### src/design/form_urlencoded_pair_splitter_macros.svh
// ----------------------------------------------------------------------------
// Form URL-encoded pair splitter: assertion macros
// Shared concurrent assertion forms used by the top-level design file.
// ----------------------------------------------------------------------------
`ifndef FORM_URLENCODED_PAIR_SPLITTER_MACROS_SVH
`define FORM_URLENCODED_PAIR_SPLITTER_MACROS_SVH

// Same-cycle implication, disabled while reset is asserted.
`define FUPS_ASSERT_NOW(label, clk, rst_n, ante, cons) \
    label: assert property (@(posedge clk) disable iff (!rst_n) (ante) |-> (cons)) \
        else $error("same-cycle check failed");

// Next-cycle implication, disabled while reset is asserted.
`define FUPS_ASSERT_NEXT(label, clk, rst_n, ante, cons) \
    label: assert property (@(posedge clk) disable iff (!rst_n) (ante) |=> (cons)) \
        else $error("next-cycle check failed");

`endif

### src/design/fups_pkg.sv
// ----------------------------------------------------------------------------
// Form URL-encoded pair splitter package
// Payload types, result kinds, character codes, escape phases and hex helpers.
// ----------------------------------------------------------------------------
`default_nettype none

package fups_pkg;

    // Result kinds.
    localparam logic [1:0] KIND_KEY   = 2'd0;
    localparam logic [1:0] KIND_VALUE = 2'd1;
    localparam logic [1:0] KIND_END   = 2'd2;

    // Character codes that steer the decoder.
    localparam logic [7:0] CHAR_PLUS    = 8'h2B;
    localparam logic [7:0] CHAR_PERCENT = 8'h25;
    localparam logic [7:0] CHAR_AMP     = 8'h26;
    localparam logic [7:0] CHAR_EQUAL   = 8'h3D;
    localparam logic [7:0] CHAR_SPACE   = 8'h20;

    // Escape phases.
    localparam logic [1:0] ESC_NONE  = 2'd0;
    localparam logic [1:0] ESC_PCT   = 2'd1;
    localparam logic [1:0] ESC_DIGIT = 2'd2;

    // Most results one input transaction can cause.
    localparam int MAX_RESULTS = 4;

    typedef struct packed {
        logic [7:0] in_byte;
        logic       in_last;
    } t_in;

    typedef struct packed {
        logic [1:0] out_kind;
        logic [7:0] out_byte;
        logic       out_last;
    } t_out;

    // All results caused by one input transaction.
    typedef struct packed {
        logic [2:0]                   count;
        t_out [MAX_RESULTS-1:0]       items;
    } t_batch;

    function automatic logic is_hex(input logic [7:0] c);
        return ((c >= 8'h30) && (c <= 8'h39)) ||
               ((c >= 8'h61) && (c <= 8'h66)) ||
               ((c >= 8'h41) && (c <= 8'h46));
    endfunction

    function automatic logic [3:0] hex_val(input logic [7:0] c);
        logic [7:0] v;
        v = 8'h00;
        if ((c >= 8'h30) && (c <= 8'h39)) begin
            v = c - 8'h30;
        end else if ((c >= 8'h61) && (c <= 8'h66)) begin
            v = c - 8'h57;
        end else if ((c >= 8'h41) && (c <= 8'h46)) begin
            v = c - 8'h37;
        end
        return v[3:0];
    endfunction

endpackage

`default_nettype wire

### src/design/fups_step.sv
// ----------------------------------------------------------------------------
// Form URL-encoded pair splitter: decode step
// Holds the parse state and works out every result of one input byte.
// ----------------------------------------------------------------------------
`default_nettype none

module fups_step (
    input  wire logic            i_clk,
    input  wire logic            i_rst_n,
    input  wire logic            i_accept,
    input  wire fups_pkg::t_in   i_item,
    output fups_pkg::t_batch     o_batch
);

    logic       r_value_part;
    logic [1:0] r_phase;
    logic [7:0] r_held;
    logic       n_value_part;
    logic [1:0] n_phase;
    logic [7:0] n_held;

    // Append one result to a batch, ignoring anything past the capacity.
    function automatic fups_pkg::t_batch push(input fups_pkg::t_batch b,
                                              input logic [1:0] kind,
                                              input logic [7:0] byt);
        fups_pkg::t_batch r;
        r = b;
        if (r.count != 3'(fups_pkg::MAX_RESULTS)) begin
            r.items[r.count[1:0]].out_kind = kind;
            r.items[r.count[1:0]].out_byte = byt;
            r.items[r.count[1:0]].out_last = 1'b0;
            r.count = r.count + 3'd1;
        end
        return r;
    endfunction

    // Result list and next state for the byte on the input.
    always_comb begin
        fups_pkg::t_batch b;
        logic             consumed;
        logic [1:0]       dk;
        logic [7:0]       c;

        b            = '0;
        consumed     = 1'b0;
        c            = i_item.in_byte;
        dk           = r_value_part ? fups_pkg::KIND_VALUE : fups_pkg::KIND_KEY;
        n_value_part = r_value_part;
        n_phase      = r_phase;
        n_held       = r_held;

        // Pending escape: complete it, or copy it through when the byte is not hex.
        if (r_phase != fups_pkg::ESC_NONE) begin
            if (fups_pkg::is_hex(c)) begin
                consumed = 1'b1;
                if (r_phase == fups_pkg::ESC_PCT) begin
                    n_phase = fups_pkg::ESC_DIGIT;
                    n_held  = c;
                end else begin
                    b       = push(b, dk, {fups_pkg::hex_val(r_held), fups_pkg::hex_val(c)});
                    n_phase = fups_pkg::ESC_NONE;
                    n_held  = 8'h00;
                end
            end else begin
                b = push(b, dk, fups_pkg::CHAR_PERCENT);
                if (r_phase == fups_pkg::ESC_DIGIT) begin
                    b = push(b, dk, r_held);
                end
                n_phase = fups_pkg::ESC_NONE;
                n_held  = 8'h00;
            end
        end

        // Ordinary handling of a byte that no escape took.
        if (!consumed) begin
            priority if (c == fups_pkg::CHAR_AMP) begin
                b            = push(b, fups_pkg::KIND_END, 8'h00);
                n_value_part = 1'b0;
            end else if ((c == fups_pkg::CHAR_EQUAL) && !r_value_part) begin
                n_value_part = 1'b1;
            end else if (c == fups_pkg::CHAR_PERCENT) begin
                n_phase = fups_pkg::ESC_PCT;
                n_held  = 8'h00;
            end else if (c == fups_pkg::CHAR_PLUS) begin
                b = push(b, dk, fups_pkg::CHAR_SPACE);
            end else begin
                b = push(b, dk, c);
            end
        end

        // End of query: flush the escape, close the pair and return to reset state.
        if (i_item.in_last) begin
            if (n_phase != fups_pkg::ESC_NONE) begin
                b = push(b, dk, fups_pkg::CHAR_PERCENT);
                if (n_phase == fups_pkg::ESC_DIGIT) begin
                    b = push(b, dk, n_held);
                end
            end
            if ((c != fups_pkg::CHAR_AMP) || consumed) begin
                b = push(b, fups_pkg::KIND_END, 8'h00);
            end
            if (b.count != 3'd0) begin
                b.items[2'(b.count - 3'd1)].out_last = 1'b1;
            end
            n_value_part = 1'b0;
            n_phase      = fups_pkg::ESC_NONE;
            n_held       = 8'h00;
        end

        o_batch = b;
    end

    // Parse state advances on each accepted transaction.
    always_ff @(posedge i_clk) begin
        if (!i_rst_n) begin
            r_value_part <= 1'b0;
            r_phase      <= fups_pkg::ESC_NONE;
            r_held       <= 8'h00;
        end else if (i_accept) begin
            r_value_part <= n_value_part;
            r_phase      <= n_phase;
            r_held       <= n_held;
        end
    end

endmodule

`default_nettype wire

### src/design/form_urlencoded_pair_splitter.sv
// ----------------------------------------------------------------------------
// Form URL-encoded pair splitter
// Splits a form-encoded query into key/value bytes and pair end markers.
// ----------------------------------------------------------------------------
// One raw query byte is taken per input transaction; it is decoded in the same
// cycle and its results (zero to four) are loaded into a result register bank,
// which hands them out one per output transaction. A new byte is accepted
// whenever the bank is empty or its last result leaves in that cycle, so a
// stream whose bytes each cause at most one result runs at one byte per clock
// while the output is ready. A byte that causes several results (a failed
// escape, or the end-of-query flush) holds the input until its last result
// leaves. Results keep the input order and the final result of the query carries out_last.
`default_nettype none

`include "form_urlencoded_pair_splitter_macros.svh"

module form_urlencoded_pair_splitter (
    input  wire logic            i_clk,
    input  wire logic            i_rst_n,
    input  wire logic            i_in_valid,
    output logic                 o_in_ready,
    input  wire fups_pkg::t_in   i_in_data,
    output logic                 o_out_valid,
    input  wire logic            i_out_ready,
    output fups_pkg::t_out       o_out_data
);

    fups_pkg::t_batch                       w_batch;
    fups_pkg::t_out [fups_pkg::MAX_RESULTS-1:0] r_res;
    logic [2:0]                             r_rem;
    logic [1:0]                             r_idx;
    logic                                   w_in_acc;
    logic                                   w_out_acc;
    logic                                   w_drain_only;
    logic                                   w_last_out;
    logic                                   w_end_out;

    // Handshake: take a new byte once the bank drains this cycle.
    assign o_out_valid = (r_rem != 3'd0);
    assign w_out_acc   = o_out_valid && i_out_ready;
    assign o_in_ready  = (r_rem == 3'd0) || ((r_rem == 3'd1) && i_out_ready);
    assign w_in_acc    = i_in_valid && o_in_ready;
    assign o_out_data  = r_res[r_idx];

    fups_step u_step (
        .i_clk    (i_clk),
        .i_rst_n  (i_rst_n),
        .i_accept (w_in_acc),
        .i_item   (i_in_data),
        .o_batch  (w_batch)
    );

    // Result bank: loaded per input transaction, drained per output transaction.
    always_ff @(posedge i_clk) begin
        if (!i_rst_n) begin
            r_rem <= 3'd0;
            r_idx <= 2'd0;
        end else if (w_in_acc) begin
            r_rem <= w_batch.count;
            r_idx <= 2'd0;
        end else if (w_out_acc) begin
            r_rem <= r_rem - 3'd1;
            r_idx <= r_idx + 2'd1;
        end
    end

    always_ff @(posedge i_clk) begin
        if (w_in_acc) begin
            r_res <= w_batch.items;
        end
    end

    // Conditions watched by the checks below.
    assign w_drain_only = w_out_acc && !w_in_acc;
    assign w_last_out   = o_out_valid && o_out_data.out_last;
    assign w_end_out    = o_out_valid && (o_out_data.out_kind == fups_pkg::KIND_END);

    // Checks on the result bank.
    `FUPS_ASSERT_NOW(a_rem_bound, i_clk, i_rst_n, 1'b1, r_rem <= 3'(fups_pkg::MAX_RESULTS))
    `FUPS_ASSERT_NEXT(a_drain_step, i_clk, i_rst_n, w_drain_only, r_rem == $past(r_rem) - 3'd1)
    `FUPS_ASSERT_NOW(a_last_is_final, i_clk, i_rst_n, w_last_out, r_rem == 3'd1)
    `FUPS_ASSERT_NOW(a_end_zero, i_clk, i_rst_n, w_end_out, o_out_data.out_byte == 8'h00)

endmodule

`default_nettype wire
### config.mk
export PLATFORM = sky130hd
export DESIGN_NAME = form_urlencoded_pair_splitter
export DESIGN_NICKNAME = d
export VERILOG_FILES = /design/src/design/fups_pkg.sv /design/src/design/fups_step.sv /design/src/design/form_urlencoded_pair_splitter.sv
export VERILOG_INCLUDE_DIRS = /design/src /design/src/design
export SDC_FILE = /design/constraint.sdc
export NUM_CORES = 1
export LEC_CHECK = 0
export BUFFER_PORTS_ARGS = -buffer_cell sky130_fd_sc_hd__buf_2
export CORE_MARGIN = 2
export CORE_UTILIZATION = 62
export DETAILED_ROUTE_END_ITERATION = 10
export PLACE_DENSITY = 0.81
export RECOVER_POWER = 100
export SYNTH_ARGS = -nofsm -noshare
export SYNTH_HDL_FRONTEND = slang
export SYNTH_HIERARCHICAL = 1
export SYNTH_SLANG_ARGS = --single-unit
### constraint.sdc
create_clock -name i_clk -period 6.7 [get_ports i_clk]
set_clock_uncertainty 0.15 [all_clocks]
set_input_delay 1.34 -clock i_clk [delete_from_list [all_inputs] [get_ports i_clk]]
set_output_delay 1.34 -clock i_clk [all_outputs]
set_load 0.03 [all_outputs]
### Word level (Yosys, flattened, before mapping)

Cells that the tools add are included.

* order comparisons: 25
* add/sub/neg operators: 14
* bitwise operators: 1
* mux-type cells: 115
* equality and inequality tests: 15
* reduce and logical (&&, ||, !) cells: 30

Operators with widths (count)
* 2-to-1 mux 47 bit: 23
* bitwise mux 44 bit: 21
* demux 11 bit (select 2 bit): 16
* 2-to-1 mux 11 bit: 8
* 2-to-1 mux 8 bit: 8
* 2-to-1 mux 45 bit: 1
* 2-to-1 mux 9 bit: 5
* 2-to-1 mux 44 bit: 1
* equality test 8 x 6 -> 1 bit, second input constant: 4
* >= comparator 8 x 7 -> 1 bit, second input constant: 4
* less-or-equal comparator 8 x 7 -> 1 bit, second input constant: 4
* 2-to-1 mux 4 bit: 6
* binary-select mux 11 bit (select 2 bit): 1
* less-than comparator 2 x 3 -> 1 bit, second input constant: 7
* >= comparator 8 x 6 -> 1 bit, second input constant: 2
* less-or-equal comparator 8 x 6 -> 1 bit, second input constant: 2
* logical AND 1 bit: 16
* 2-to-1 mux 2 bit: 8
* subtractor 4 x 3 -> 4 bit, second input constant: 4
* adder 3 x 1 -> 3 bit, second input constant: 5
* != test 3 bit, second input constant: 5
* 2-to-1 mux 1 bit: 13
* >= comparator 2 x 1 -> 1 bit, second input constant: 6
* 2-to-1 mux 3 bit: 4
* 17 further kinds: 26

* bits of input ports: 13
* flip-flop bits (word level): 60
* output and inout bits: 13
* word-level logic and storage cells: 217

### Longest topological paths before layout

Gate-level depths: netlist of run 1.

* depth after elaboration: 70
* mapped depth: 25
* mapped depth without buffers: 22

### By module

Netlist of run 1, hierarchy kept.

Modules (own cells, without submodules)
* fups_step: area each 2433.6 µm², instances 1, sequential area each 220.2 µm², cells an instance 327
* form_urlencoded_pair_splitter: area each 1924.3 µm², instances 1, sequential area each 1421.4 µm², cells an instance 98

### Least setup slack after synthesis of run 1

OpenSTA, ideal clock, no wires.

* kind: in2reg
* from: input i_in_data[2] (netlist bit)
* to: register r_rem[0]
* path buffers: 2
* setup time: 124 ps
* required time: 6426 ps
* stages on the path: 24
* arrival: 5987 ps
* path slack: 440 ps
* cell sequence: clkbuf_1 > inv_1 > ha_1 > buf_6 > o21ba_2 > o21ai_1 > nand2_1 > nor2_1 > a21oi_1 > ha_1 > mux2i_1 > or2_2 > ha_1 > nand4_1 > xnor2_1 > ha_1 > o221a_2 > ha_1 > a41oi_1 > o21ai_1 > xnor2_2 > a21oi_1 > o31ai_1 > a21oi_1

RTL lines
* from (decl): line form_urlencoded_pair_splitter.sv:22 `input wire fups_pkg::t_in i_in_data,`
* to (signal assigned): line form_urlencoded_pair_splitter.sv:59 `r_rem <= w_batch.count;`
* to (signal assigned): line form_urlencoded_pair_splitter.sv:62 `r_rem <= r_rem - 3'd1;`
* to (decl): line form_urlencoded_pair_splitter.sv:30 `logic [2:0] r_rem;`

==> tab_implementation.tex, run 1 <==
\begin{tabular}{lr}
\hline
Metric & Value \\
\hline
\multicolumn{2}{l}{\textbf{Worst setup path}} \\
Critical path arrival & 6380 ps \\
Largest fanout of any net on the critical path & 10 \\
Slack of the worst reg-to-reg path & 2170 ps \\
Startpoint type of the worst setup path & input pin \\
Worst EP required & 6770 ps \\
Reg2reg end & r\_rem[0]\$\_SDFFE\_PN0P\_ \\
Crit path kind & in2reg \\
Worst r2r path cells & 18 \\
R2R Path Start & u\_step/r\_phase[0]\$\_SDFFE\_PN0P\_ \\
CP endpoint kind & register \\
\multicolumn{2}{l}{\textbf{Flow run}} \\
Number of maximum-capacitance constraint violations & 1 \\
\multicolumn{2}{l}{\textbf{Synth}} \\
Synthesized area & 0.00436 mm\^{}2 \\
Adder-Cell Fraction of Synth Area & 0.0660 \\
Main combinational cell family by area after synthesis & compound AO/OA/AOI/OAI gates \\
Synthesized flop and latch total & 60 \\
Xor/xnor share of the synthesized area & 0.0161 \\
Ys Warns & 6 \\
Synth Area in Compound Gates & 0.248 \\
Sequential share of the synthesized area & 0.377 \\
FFs w/ async S/R, synth & 0 \\
Main synth FF type & sky130\_fd\_sc\_hd\_\_edfxtp\_1 \\
Number of enable-type register cells in the synthesized netlist & 44 \\
Multiplexer share of the synthesized area & 0.0632 \\
Synthesized netlist net count & about 460 \\
Synth unique cells & 80 \\
Number of instances in the synthesized netlist & 425 \\
Synth Area in Simple Gates & 0.182 \\
Syn\_area\_per\_cell & about 10 um\^{}2 \\
\multicolumn{2}{l}{\textbf{Power and ir drop}} \\
Power after layout & 1.25 mW \\
Internal power summed over all cells & 0.794 mW \\
Share of power burned in registers & 0.462 \\
Clock network fraction of total power & 0.230 \\
Switching power & 0.459 mW \\
VDD IR max & 0.128 mV \\
Lkg Pwr & 1.72 nW \\
Combinational cell fraction of total power & 0.308 \\
Power density of the placed cells & 268 mW/mm\^{}2 \\
Fraction of power spent switching nets & 0.366 \\
\multicolumn{2}{l}{\textbf{GRT}} \\
Global-route congestion overflow total & 0 \\
Number of global-route vias before repair & 3565 \\
Global-route wire length before repair & roughly 20 mm \\
Number of antenna violations at the first check in global routing & 0 \\
Global-route total usage across every layer & 0.348 \\
Maximum number of pins on one net before global-route repair & 56 \\
\multicolumn{2}{l}{\textbf{Route}} \\
Amount of wire on met2 after detailed routing & 5.87 mm \\
Final wirelength & 12.6 mm \\
Routed len/inst & 23.2 um \\
Met1 layer wirelength in the final routing & roughly 5 mm \\
Highest routing layer actually used & met4 \\
First DRT Iteration DRCs & 556 \\
Remaining DRCs & 0 \\
Via count & 3788 \\
Antenna-violating nets left & 0 \\
Via density & 6.95 \\
Number of detailed-routing iterations run before antenna repair & 6 \\
Routed wl met3 & 1.22 mm \\
\multicolumn{2}{l}{\textbf{Floorplanning}} \\
Area of the die & between 0.007 and 0.008 mm\^{}2 \\
Std-Cell Core Area & 0.00679 mm\^{}2 \\
Initial core utilization & 0.641 \\
Number of top-level design ports & 26 \\
Die Wd & 87.8 um \\
Die Ht & 87.8 um \\
Cell Rows & 30 \\
\multicolumn{2}{l}{\textbf{Place}} \\
Placed wire-length estimate & 9.22 mm \\
Worst-case setup slack after placement & 232 ps \\
Cell total after placement & 529 \\
Placer congestion estimate & 1.07 \\
Buffers on Ports & 25 \\
\multicolumn{2}{l}{\textbf{Timing}} \\
Worst relative slew slack & -0.795 \\
Setup ws final & just under 400 ps \\
Actual transition at the worst max-transition pin & 2690 ps \\
Tmin final & about 6300 ps \\
Post-route clock period utilization & 0.943 \\
Number of endpoints failing setup at the final stage & 0 \\
Final-layout setup total negative slack & 0 ps \\
Setup repair after global routing missed its margin & false \\
Final count of hold timing violations & 0 \\
Number of slew-limit violations in the final report & 56 \\
Highest Clock Rate & 158 MHz \\
\multicolumn{2}{l}{\textbf{CTS}} \\
Number of buffers created by CTS & 9 \\
CTS tree & built \\
Clock Latency Late Sink & 340 ps \\
Number of buffers between clock root and the deepest sink & 2 \\
Root buffer cell & sky130\_fd\_sc\_hd\_\_clkbuf\_8 \\
Hold-fix buffer count after cts & 0 \\
Clock H-tree levels & 3 \\
Buffers inserted by post-CTS timing repair & 0 \\
CTS clk-pin slew, worst paths & 60 ps \\
Post-cts repair resize count & 0 \\
Number of clock sinks & 60 \\
\multicolumn{2}{l}{\textbf{Min path}} \\
Worst-case hold path end point & r\_rem[0]\$\_SDFFE\_PN0P\_ \\
Worst hold-check path type & reg2reg \\
Hold Path Origin & r\_rem[0]\$\_SDFFE\_PN0P\_ \\
Hold-critical path depth & 2 \\
\multicolumn{2}{l}{\textbf{Outcome}} \\
Run status & complete, but fails checks \\
Failing checks & max-capacitance violations, max-slew violations \\
\multicolumn{2}{l}{\textbf{Finish}} \\
Layout cells sized above 1 & 0.156 \\
Layout fillers & roughly 530 \\
Final cell count without fillers & 545 \\
Nets & 480 \\
Layout-stage area growth over the synthesis result & 7.09\% \\
Layout Utilization & 0.687 \\
Antenna diode instance count & 0 \\
\hline
\end{tabular}
[sequential cells by signal (all words and copies together) (netlist names)]
signal and cells:
u_step/r_held 8, u_step/r_phase 2, r_idx 2, r_res 44, u_step/r_value_part 1, r_rem 3
[synthesized netlist by cell type (3+ instances only)]
| master | instances | share of area |
|---|---|---|
| sky130_fd_sc_hd__a21oi_1 | 26 | 0.030 |
| sky130_fd_sc_hd__a2bb2oi_1 | 4 | 0.0080 |
| sky130_fd_sc_hd__xnor2_1 | 3 | 0.0060 |
| sky130_fd_sc_hd__o21ai_1 | 3 | 0.0034 |
| sky130_fd_sc_hd__a21o_1 | 5 | 0.0086 |
| sky130_fd_sc_hd__and3_1 | 9 | 0.013 |
| sky130_fd_sc_hd__ha_1 | 23 | 0.066 |
| sky130_fd_sc_hd__a22o_1 | 11 | 0.022 |
| sky130_fd_sc_hd__o211ai_1 | 3 | 0.0052 |
| sky130_fd_sc_hd__nor2b_1 | 15 | 0.022 |
| sky130_fd_sc_hd__nand2_1 | 24 | 0.021 |
| sky130_fd_sc_hd__o21a_1 | 3 | 0.0052 |
| sky130_fd_sc_hd__dfxtp_1 | 16 | 0.074 |
| sky130_fd_sc_hd__edfxtp_1 | 44 | 0.30 |
| sky130_fd_sc_hd__and3b_1 | 3 | 0.0060 |
| sky130_fd_sc_hd__nor3_1 | 5 | 0.0057 |
| sky130_fd_sc_hd__nor2_1 | 30 | 0.026 |
| sky130_fd_sc_hd__buf_4 | 3 | 0.0052 |
| sky130_fd_sc_hd__buf_2 | 3 | 0.0034 |
| sky130_fd_sc_hd__nand3_1 | 12 | 0.014 |
| sky130_fd_sc_hd__a22oi_1 | 9 | 0.016 |
| sky130_fd_sc_hd__mux4_2 | 9 | 0.047 |
| sky130_fd_sc_hd__nor3b_1 | 4 | 0.0069 |
| sky130_fd_sc_hd__nand4_1 | 4 | 0.0057 |
| sky130_fd_sc_hd__nand2b_1 | 5 | 0.0072 |
| sky130_fd_sc_hd__and2_1 | 5 | 0.0072 |
| sky130_fd_sc_hd__a32oi_1 | 13 | 0.026 |
| sky130_fd_sc_hd__a31oi_1 | 6 | 0.0086 |
| sky130_fd_sc_hd__a21oi_4 | 3 | 0.011 |
| sky130_fd_sc_hd__o21ai_0 | 16 | 0.018 |
| sky130_fd_sc_hd__inv_1 | 20 | 0.017 |
| sky130_fd_sc_hd__o22ai_1 | 4 | 0.0057 |
| sky130_fd_sc_hd__a211oi_1 | 5 | 0.0086 |
| sky130_fd_sc_hd__clkbuf_1 | 14 | 0.012 |
[worst max path at each step]
stage	from	to	slack (ps)	depth (start not counted)
2_1_floorplan	i_in_data[2]	r_rem[0]$_SDFFE_PN0P_	440	24
3_3_place_gp	i_in_data[2]	r_rem[0]$_SDFFE_PN0P_	510	23
3_5_place_dp	i_in_data[2]	r_rem[0]$_SDFFE_PN0P_	230	23
4_1_cts	i_in_data[2]	r_rem[0]$_SDFFE_PN0P_	590	23
5_1_grt	i_in_data[2]	r_rem[0]$_SDFFE_PN0P_	90	23
6_report	i_in_data[2]	r_rem[0]$_SDFFE_PN0P_	380	23
[layout make-up]
type                            count  area (um^2)  share of cell area
Clock buffer                       11          141              0.0303
Multi-Input combinational cell    318         2490               0.534
Inverter                           23         88.8              0.0190
Tap cell                           96          120              0.0257
Clock inverter                      5         27.5             0.00590
Sequential cell                    60         1640               0.352
Timing Repair Buffer               32          158              0.0338
[through the flow]
| stage | hold slack, ps | area, um^2 |
|---|---|---|
| finish | 384 | 4670 |
| global route | 401 | 4670 |
| CTS | 382 | 4710 |
| detailed placement | 370 | 4540 |
| floorplan | 313 | 4360 |
| global placement | 358 | 4540 |
[worst max-delay path, stage by stage]
cell and delay [ps]:
sky130_fd_sc_hd__buf_2 220, sky130_fd_sc_hd__inv_1 130, sky130_fd_sc_hd__ha_1 340, sky130_fd_sc_hd__nor3b_1 500
sky130_fd_sc_hd__a311o_4 280, sky130_fd_sc_hd__nand2_1 150, sky130_fd_sc_hd__nor2_1 160, sky130_fd_sc_hd__a21oi_1 100
sky130_fd_sc_hd__ha_1 380, sky130_fd_sc_hd__mux2i_1 70, sky130_fd_sc_hd__or2_2 330, sky130_fd_sc_hd__ha_1 210
sky130_fd_sc_hd__nand4_1 130, sky130_fd_sc_hd__xnor2_1 150, sky130_fd_sc_hd__ha_1 270, sky130_fd_sc_hd__o221a_2 250
sky130_fd_sc_hd__ha_1 250, sky130_fd_sc_hd__a41oi_1 210, sky130_fd_sc_hd__o21ai_1 110, sky130_fd_sc_hd__xnor2_1 330
sky130_fd_sc_hd__a21oi_1 130, sky130_fd_sc_hd__o31ai_1 270, sky130_fd_sc_hd__a21oi_1 70
[power groups by stage]
stage          Sequential [mW]  Clock (mW)  Combinational (mW)
4_1_cts                  0.573       0.295               0.402
2_1_floorplan            0.552           0               0.315
3_3_place_gp             0.568           0               0.392
6_report                 0.579       0.288               0.386
5_1_grt                  0.590       0.309               0.417
3_5_place_dp             0.579           0               0.399
[routing by layer]
| layer | GRT usage | up-vias |
|---|---|---|
| met2 | 0.556 | 274 |
| met3 | 0.0971 | 64 |
| li1 | - | 1676 |
| met5 | 0 | - |
| met1 | 0.442 | 1774 |
| met4 | 0.155 | 0 |
[logic make-up after synthesis]
logic type | Yosys count
compound gates | 140
xor+xnor | 5
fa+ha+maj | 23
buf+inv | 47
flops | 60
mux | 13
simple gates | 137
[cell usage in the layout (no fill, tap or decap), types with 4 or more instances in the layout]
master	count
sky130_fd_sc_hd__nor2_1	31
sky130_fd_sc_hd__clkbuf_1	15
sky130_fd_sc_hd__o21ai_0	16
sky130_fd_sc_hd__o22ai_1	4
sky130_fd_sc_hd__nand2_1	24
sky130_fd_sc_hd__a32oi_1	13
sky130_fd_sc_hd__mux4_2	9
sky130_fd_sc_hd__buf_2	12
sky130_fd_sc_hd__xnor2_1	4
sky130_fd_sc_hd__nor3_1	5
sky130_fd_sc_hd__nand4_1	4
sky130_fd_sc_hd__and3_1	9
sky130_fd_sc_hd__a22o_1	11
sky130_fd_sc_hd__nor3b_1	4
sky130_fd_sc_hd__nand2b_1	5
sky130_fd_sc_hd__nor2b_1	16
sky130_fd_sc_hd__clkbuf_8	10
sky130_fd_sc_hd__ha_1	23
sky130_fd_sc_hd__and2_1	4
sky130_fd_sc_hd__a31oi_1	6
sky130_fd_sc_hd__buf_4	6
sky130_fd_sc_hd__edfxtp_1	44
sky130_fd_sc_hd__a211oi_1	5
sky130_fd_sc_hd__a21o_1	5
sky130_fd_sc_hd__inv_1	20
sky130_fd_sc_hd__a21oi_1	27
sky130_fd_sc_hd__a2bb2oi_1	4
sky130_fd_sc_hd__nand3_1	12
sky130_fd_sc_hd__dfxtp_1	16
sky130_fd_sc_hd__a22oi_1	9
(Power assumes the default switching activity.)
==> run 2, diff against run 1 <==
- MAX_ROUTING_LAYER: not set -> met4
==> tab_implementation.tex, run 2 (synthesis gave the netlist of run 1 again) <==
\begin{tabular}{lr}
\hline
Metric & Value \\
\hline
\multicolumn{2}{l}{\textbf{Timing}} \\
Worst Hold Margin & 387 ps \\
Tmin final & slightly above 6000 ps \\
Setup ws final & 546 ps \\
Post-route clock period utilization & 0.919 \\
Number of endpoints failing setup at the final stage & 0 \\
Final-layout setup total negative slack & 0 ps \\
Setup repair after global routing missed its margin & false \\
Number of slew-limit violations in the final report & 56 \\
Actual transition at the worst max-transition pin & 2700 ps \\
Highest Clock Rate & 162 MHz \\
Worst relative slew slack & -0.798 \\
Final count of hold timing violations & 0 \\
\multicolumn{2}{l}{\textbf{CTS}} \\
CTS tree & built \\
Clock Latency Late Sink & 330 ps \\
Number of buffers created by CTS & 9 \\
Number of clock sinks & 60 \\
CTS clk-pin slew, worst paths & 70 ps \\
Clock H-tree levels & 3 \\
Root buffer cell & sky130\_fd\_sc\_hd\_\_clkbuf\_8 \\
Hold-fix buffer count after cts & 0 \\
Buffers inserted by post-CTS timing repair & 0 \\
Post-cts repair resize count & 0 \\
Number of buffers between clock root and the deepest sink & 2 \\
\multicolumn{2}{l}{\textbf{Finish}} \\
Layout Utilization & 0.693 \\
Biggest register & r\_res \\
Layout fillers & 522 \\
Area of the multi-input gates & 0.00248 mm\^{}2 \\
Layout-stage area growth over the synthesis result & 8.01\% \\
Antenna diode instance count & 0 \\
Most frequent standard cell in the layout excluding fill and tap cells & sky130\_fd\_sc\_hd\_\_edfxtp\_1 \\
Final cell count without fillers & 546 \\
Cell area after layout & 0.00471 mm\^{}2 \\
Nets & between 400 and 500 \\
Max reg flops & 44 \\
Biggest registers after layout & r\_res (44), u\_step/r\_held (8), r\_rem (3) \\
Total area of sequential cells & around 0.0016 mm\^{}2 \\
Layout cells sized above 1 & 0.158 \\
Commonest non-fill, non-tap cells in the layout & sky130\_fd\_sc\_hd\_\_edfxtp\_1, sky130\_fd\_sc\_hd\_\_nor2\_1, sky130\_fd\_sc\_hd\_\_a21oi\_1, sky130\_fd\_sc\_hd\_\_nand2\_1, sky130\_fd\_sc\_hd\_\_ha\_1 \\
\multicolumn{2}{l}{\textbf{Power and ir drop}} \\
Lkg Pwr & 1.75 nW \\
Power density of the placed cells & 279 mW/mm\^{}2 \\
Switching power & about 0.45 mW \\
Combinational cell fraction of total power & 0.293 \\
Fraction of power spent switching nets & 0.344 \\
Internal power summed over all cells & roughly 0.86 mW \\
Power after layout & approximately 1.3 mW \\
Share of power burned in registers & 0.440 \\
Clock network fraction of total power & 0.267 \\
VDD IR max & 0.139 mV \\
\multicolumn{2}{l}{\textbf{Worst setup path}} \\
CP endpoint kind & register \\
Cell class contributing the biggest share of worst-path delay & simple AND/OR/NAND/NOR gates \\
Standard cell with the maximum stage delay on the critical path & sky130\_fd\_sc\_hd\_\_nor3b\_2 \\
Crit path kind & in2reg \\
Slack of the worst reg-to-reg path & 2230 ps \\
Worst path max stage delay & around 570 ps \\
Buf+Inv Stages, Crit Path & 3 \\
Worst EP required & between 6000 and 7000 ps \\
Critical path arrival & 6040 ps \\
Library cell appearing most often on the critical path & sky130\_fd\_sc\_hd\_\_ha\_1 \\
Largest fanout of any net on the critical path & 10 \\
Startpoint type of the worst setup path & input pin \\
Ordered cell list for the critical path & buf\_2 > inv\_1 > ha\_1 > nor3b\_1 > a311o\_4 > nand2\_1 > nor2\_1 > a21oi\_1 > ha\_1 > mux2i\_1 > or2\_2 > ha\_1 > nand4\_1 > xnor2\_1 > ha\_1 > o221a\_2 > ha\_1 > inv\_1 > a21oi\_4 > nor3b\_2 > a211oi\_1 \\
\multicolumn{2}{l}{\textbf{Place}} \\
Cell total after placement & 530 \\
Placed wire-length estimate & roughly 9.2 mm \\
Buffers on Ports & 25 \\
Placer congestion estimate & 1.03 \\
DP Area & 0.00455 mm\^{}2 \\
Worst-case setup slack after placement & between 400 and 500 ps \\
\multicolumn{2}{l}{\textbf{Route}} \\
Routed len/inst & 22.7 um \\
Number of detailed-routing iterations run before antenna repair & 9 \\
Remaining DRCs & 0 \\
Final wirelength & 12.4 mm \\
Antenna-violating nets left & 0 \\
First DRT Iteration DRCs & between 700 and 800 \\
Via count & 3784 \\
Via density & slightly below 7 \\
\multicolumn{2}{l}{\textbf{Outcome}} \\
Run status & complete, but fails checks \\
Failing checks & max-capacitance violations, max-slew violations \\
\multicolumn{2}{l}{\textbf{Flow run}} \\
Number of maximum-capacitance constraint violations & 1 \\
\multicolumn{2}{l}{\textbf{GRT}} \\
Global-route congestion overflow total & 0 \\
Global-route wire length before repair & 19.4 mm \\
Number of global-route vias before repair & 3573 \\
Maximum number of pins on one net before global-route repair & 56 \\
Global-route total usage across every layer & 0.351 \\
Number of antenna violations at the first check in global routing & 0 \\
\multicolumn{2}{l}{\textbf{Floorplanning}} \\
Die Ht & 87.8 um \\
Number of top-level design ports & 26 \\
Die Wd & 87.8 um \\
Std-Cell Core Area & 0.00679 mm\^{}2 \\
Area of the die & 0.00772 mm\^{}2 \\
Initial core utilization & 0.641 \\
Cell Rows & 30 \\
\multicolumn{2}{l}{\textbf{Min path}} \\
Worst hold-check path type & reg2reg \\
\hline
\end{tabular}
[run 2: path summary, 6_finish.rpt]
check                                                     from               endpoint  cells past startpoint
worst max-delay path                              i_in_data[2]    r_res[14]$_DFFE_PP_                     21
worst min register to register           r_rem[0]$_SDFFE_PN0P_  r_rem[0]$_SDFFE_PN0P_                      2
worst min-delay path                     r_rem[0]$_SDFFE_PN0P_  r_rem[0]$_SDFFE_PN0P_                      2
worst max register to register  u_step/r_phase[0]$_SDFFE_PN0P_    r_res[14]$_DFFE_PP_                     16
[run 2: power by group through the flow]
stage                     logic, mW  clock network, mW  registers (mW)
final                         0.385              0.351           0.577
after global routing          0.417              0.370           0.588
after CTS                     0.399              0.355           0.571
after detailed placement      0.397                  0           0.579
after global placement        0.391                  0           0.567
after floorplan               0.315                  0           0.552
[run 2: cell type report]
cell class,count,share of cell area
clock inverter,5,0.0162
inverter,23,0.0189
tap,96,0.0255
clock buffer,11,0.0279
sequential,60,0.349
multi-input combinational,318,0.528
timing repair buffer,33,0.0351
[run 2: metal layers]
layer / routed length [um] / track usage / vias to the layer above
met5: 0 / - / -
met4: 539 / 0.122 / 0
met3: 1130 / 0.0688 / 62
met2: 5700 / 0.547 / 259
met1: 5020 / 0.459 / 1787
li1: - / - / 1676
[run 2: worst register-to-register path: stages (launching register included)]
cell and delay [ps]:
sky130_fd_sc_hd__dfxtp_1 570, sky130_fd_sc_hd__inv_1 230, sky130_fd_sc_hd__nor2_1 190, sky130_fd_sc_hd__a21oi_1 100
sky130_fd_sc_hd__ha_1 370, sky130_fd_sc_hd__mux2i_1 70, sky130_fd_sc_hd__or2_2 330, sky130_fd_sc_hd__ha_1 220
sky130_fd_sc_hd__nand4_1 130, sky130_fd_sc_hd__xnor2_1 130, sky130_fd_sc_hd__ha_1 260, sky130_fd_sc_hd__o221a_2 250
sky130_fd_sc_hd__ha_1 250, sky130_fd_sc_hd__inv_1 130, sky130_fd_sc_hd__a21oi_4 70, sky130_fd_sc_hd__nor3b_2 570
sky130_fd_sc_hd__a211oi_1 160
==> run 3, diff against run 2 <==
- BUFFER_PORTS_ARGS: -buffer_cell sky130_fd_sc_hd__buf_2 -> not set
- CORE_UTILIZATION: 62 -> 65
- DONT_BUFFER_PORTS: not set -> 1
==> tab_implementation.tex, run 3 (synthesis gave the netlist of run 1 again) <==
\begin{tabular}{lr}
\hline
Metric & Value \\
\hline
\multicolumn{2}{l}{\textbf{Worst setup path}} \\
Startpoint type of the worst setup path & input pin \\
R2R Path Start & u\_step/r\_phase[1]\$\_SDFFE\_PN0P\_ \\
Ordered cell list for the critical path & inv\_1 > ha\_1 > nor3b\_1 > a311o\_4 > nand2\_1 > nor2\_1 > a21oi\_1 > ha\_1 > mux2i\_1 > or2\_2 > ha\_1 > nand4\_1 > xnor2\_1 > ha\_1 > o221a\_2 > ha\_1 > a41oi\_1 > o21ai\_1 > xnor2\_1 > a21oi\_1 > o31ai\_1 > a21oi\_1 \\
Worst EP required & 6790 ps \\
Standard cell with the maximum stage delay on the critical path & sky130\_fd\_sc\_hd\_\_nor3b\_1 \\
CP endpoint kind & register \\
Crit path kind & in2reg \\
Worst r2r path cells & 17 \\
Slack of the worst reg-to-reg path & 1760 ps \\
Reg2reg end & r\_rem[0]\$\_SDFFE\_PN0P\_ \\
Cell class contributing the biggest share of worst-path delay & adder cells \\
Buf+Inv Stages, Crit Path & 1 \\
Largest fanout of any net on the critical path & 10 \\
Worst path max stage delay & roughly 470 ps \\
Library cell appearing most often on the critical path & sky130\_fd\_sc\_hd\_\_ha\_1 \\
Critical path arrival & 6370 ps \\
\multicolumn{2}{l}{\textbf{Floorplanning}} \\
Initial core utilization & 0.679 \\
Std-Cell Core Area & 0.00642 mm\^{}2 \\
Die Wd & 85.9 um \\
Number of top-level design ports & 26 \\
Cell Rows & 29 \\
Area of the die & 0.00738 mm\^{}2 \\
Die Ht & 85.9 um \\
\multicolumn{2}{l}{\textbf{Power and ir drop}} \\
Power density of the placed cells & 281 mW/mm\^{}2 \\
VDD IR max & 0.326 mV \\
Lkg Pwr & 1.68 nW \\
\multicolumn{2}{l}{\textbf{CTS}} \\
Buffers inserted by post-CTS timing repair & 0 \\
Clock H-tree levels & 3 \\
CTS tree & built \\
Post-cts repair resize count & 0 \\
Clock Latency Late Sink & 360 ps \\
CTS clk-pin slew, worst paths & roughly 70 ps \\
Number of buffers created by CTS & 9 \\
Root buffer cell & sky130\_fd\_sc\_hd\_\_clkbuf\_8 \\
Number of buffers between clock root and the deepest sink & 2 \\
Number of clock sinks & 60 \\
Hold-fix buffer count after cts & 0 \\
\multicolumn{2}{l}{\textbf{Timing}} \\
Worst relative slew slack & -0.806 \\
Tmin final & 6280 ps \\
Final count of hold timing violations & 0 \\
Actual transition at the worst max-transition pin & 2710 ps \\
Final-layout setup total negative slack & 0 ps \\
Number of endpoints failing setup at the final stage & 0 \\
Setup repair after global routing missed its margin & false \\
Post-route clock period utilization & 0.938 \\
Number of slew-limit violations in the final report & 55 \\
Setup ws final & 417 ps \\
Highest Clock Rate & between 150 and 200 MHz \\
\multicolumn{2}{l}{\textbf{Finish}} \\
Max reg flops & 44 \\
Layout-stage area growth over the synthesis result & 4.62\% \\
Final cell count without fillers & 499 \\
Antenna diode instance count & 0 \\
Commonest non-fill, non-tap cells in the layout & sky130\_fd\_sc\_hd\_\_edfxtp\_1, sky130\_fd\_sc\_hd\_\_nor2\_1, sky130\_fd\_sc\_hd\_\_a21oi\_1, sky130\_fd\_sc\_hd\_\_nand2\_1, sky130\_fd\_sc\_hd\_\_ha\_1 \\
Most frequent standard cell in the layout excluding fill and tap cells & sky130\_fd\_sc\_hd\_\_edfxtp\_1 \\
Biggest registers after layout & r\_res (44), u\_step/r\_held (8), r\_rem (3) \\
Layout cells sized above 1 & 0.137 \\
Biggest register & r\_res \\
Nets & between 400 and 500 \\
\multicolumn{2}{l}{\textbf{Flow run}} \\
Number of maximum-capacitance constraint violations & 1 \\
\multicolumn{2}{l}{\textbf{Route}} \\
Remaining DRCs & 2 \\
Routed len/inst & 24.6 um \\
Via count & roughly 3.6k \\
Number of detailed-routing iterations run before antenna repair & 9 \\
First DRT Iteration DRCs & 736 \\
Antenna-violating nets left & 0 \\
Via density & $\sim$7.3 \\
Final wirelength & 12.3 mm \\
\multicolumn{2}{l}{\textbf{Place}} \\
Worst-case setup slack after placement & 333 ps \\
Placed wire-length estimate & 8.82 mm \\
Buffers on Ports & 0 \\
Cell total after placement & 483 \\
Placer congestion estimate & $\sim$1 \\
\multicolumn{2}{l}{\textbf{GRT}} \\
Number of global-route vias before repair & 3513 \\
Number of antenna violations at the first check in global routing & 0 \\
Global-route congestion overflow total & 0 \\
Global-route total usage across every layer & 0.360 \\
Global-route wire length before repair & about 19 mm \\
Maximum number of pins on one net before global-route repair & 55 \\
\multicolumn{2}{l}{\textbf{Min path}} \\
Worst hold-check path type & reg2reg \\
Worst-case hold path end point & u\_step/r\_held[7]\$\_SDFFE\_PN0P\_ \\
Hold-critical path depth & 1 \\
Hold Path Origin & u\_step/r\_held[7]\$\_SDFFE\_PN0P\_ \\
\multicolumn{2}{l}{\textbf{Outcome}} \\
Failing checks & design-rule violations, max-capacitance violations, max-slew violations \\
Run status & complete, but fails checks \\
\hline
\end{tabular}
-- run 3: cell types whose count changed in the layout (fill, tap and decap cells not counted), sizes merged --
cell    previous run  this run
buf               19         4
clkinv             2         4
clkbuf            25        10
-- run 3: cell type report --
class                           instances  area [um^2]
Fill cell                             476         1860
Tap cell                               77         96.3
Timing Repair Buffer                    5         33.8
Clock inverter                          7         91.3
Sequential cell                        60         1640
Clock buffer                            9          124
Multi-Input combinational cell        318         2480
Inverter                               23         88.8
-- run 3: worst reg2reg max path: cells and delay by family (launching register included) --
family	cells	cell delay, ps
xor+xnor	2	520
simple gates	3	1080
buf+inv	1	90
compound gates	6	1060
fa+ha+maj	4	1080
flops	1	760
mux	1	80
-- run 3: how the worst max path moves through the flow --
stage / start / endpoint / cells past startpoint
after floorplan: i_in_data[2] / r_rem[0]$_SDFFE_PN0P_ / 24
after global placement: i_in_data[2] / r_rem[0]$_SDFFE_PN0P_ / 22
after detailed placement: i_in_data[2] / r_rem[2]$_SDFFE_PN0P_ / 21
after CTS: i_in_data[2] / r_rem[0]$_SDFFE_PN0P_ / 22
after global routing: i_in_data[2] / r_rem[0]$_SDFFE_PN0P_ / 22
final: i_in_data[2] / r_rem[0]$_SDFFE_PN0P_ / 22
-- run 3: stage by stage --
step	total power, mW	utilization	hold WS [ps]	cell area [um^2]
5_1_grt	1.33	0.710	397	4560
4_1_cts	1.28	0.715	373	4590
6_report	1.28	0.710	382	4560
3_5_place_dp	0.923	0.682	362	4380
3_3_place_gp	0.904	0.682	339	4380
2_1_floorplan	0.866	-	313	4360
-- run 3: layer usage --
layer  vias up  routed length (um)  GRT usage
li1       1620                   -          -
met1      1679                4940      0.486
met2       277                5330      0.507
met3        63                1490      0.102
met4         0                 511      0.154
met5         -                   0          -
-- run 3: power by group --
group | internal (mW) | switching (mW)
clock | 0.208 | 0.156
combinational | 0.107 | 0.235
sequential | 0.527 | 0.0469
total | 0.842 | 0.438
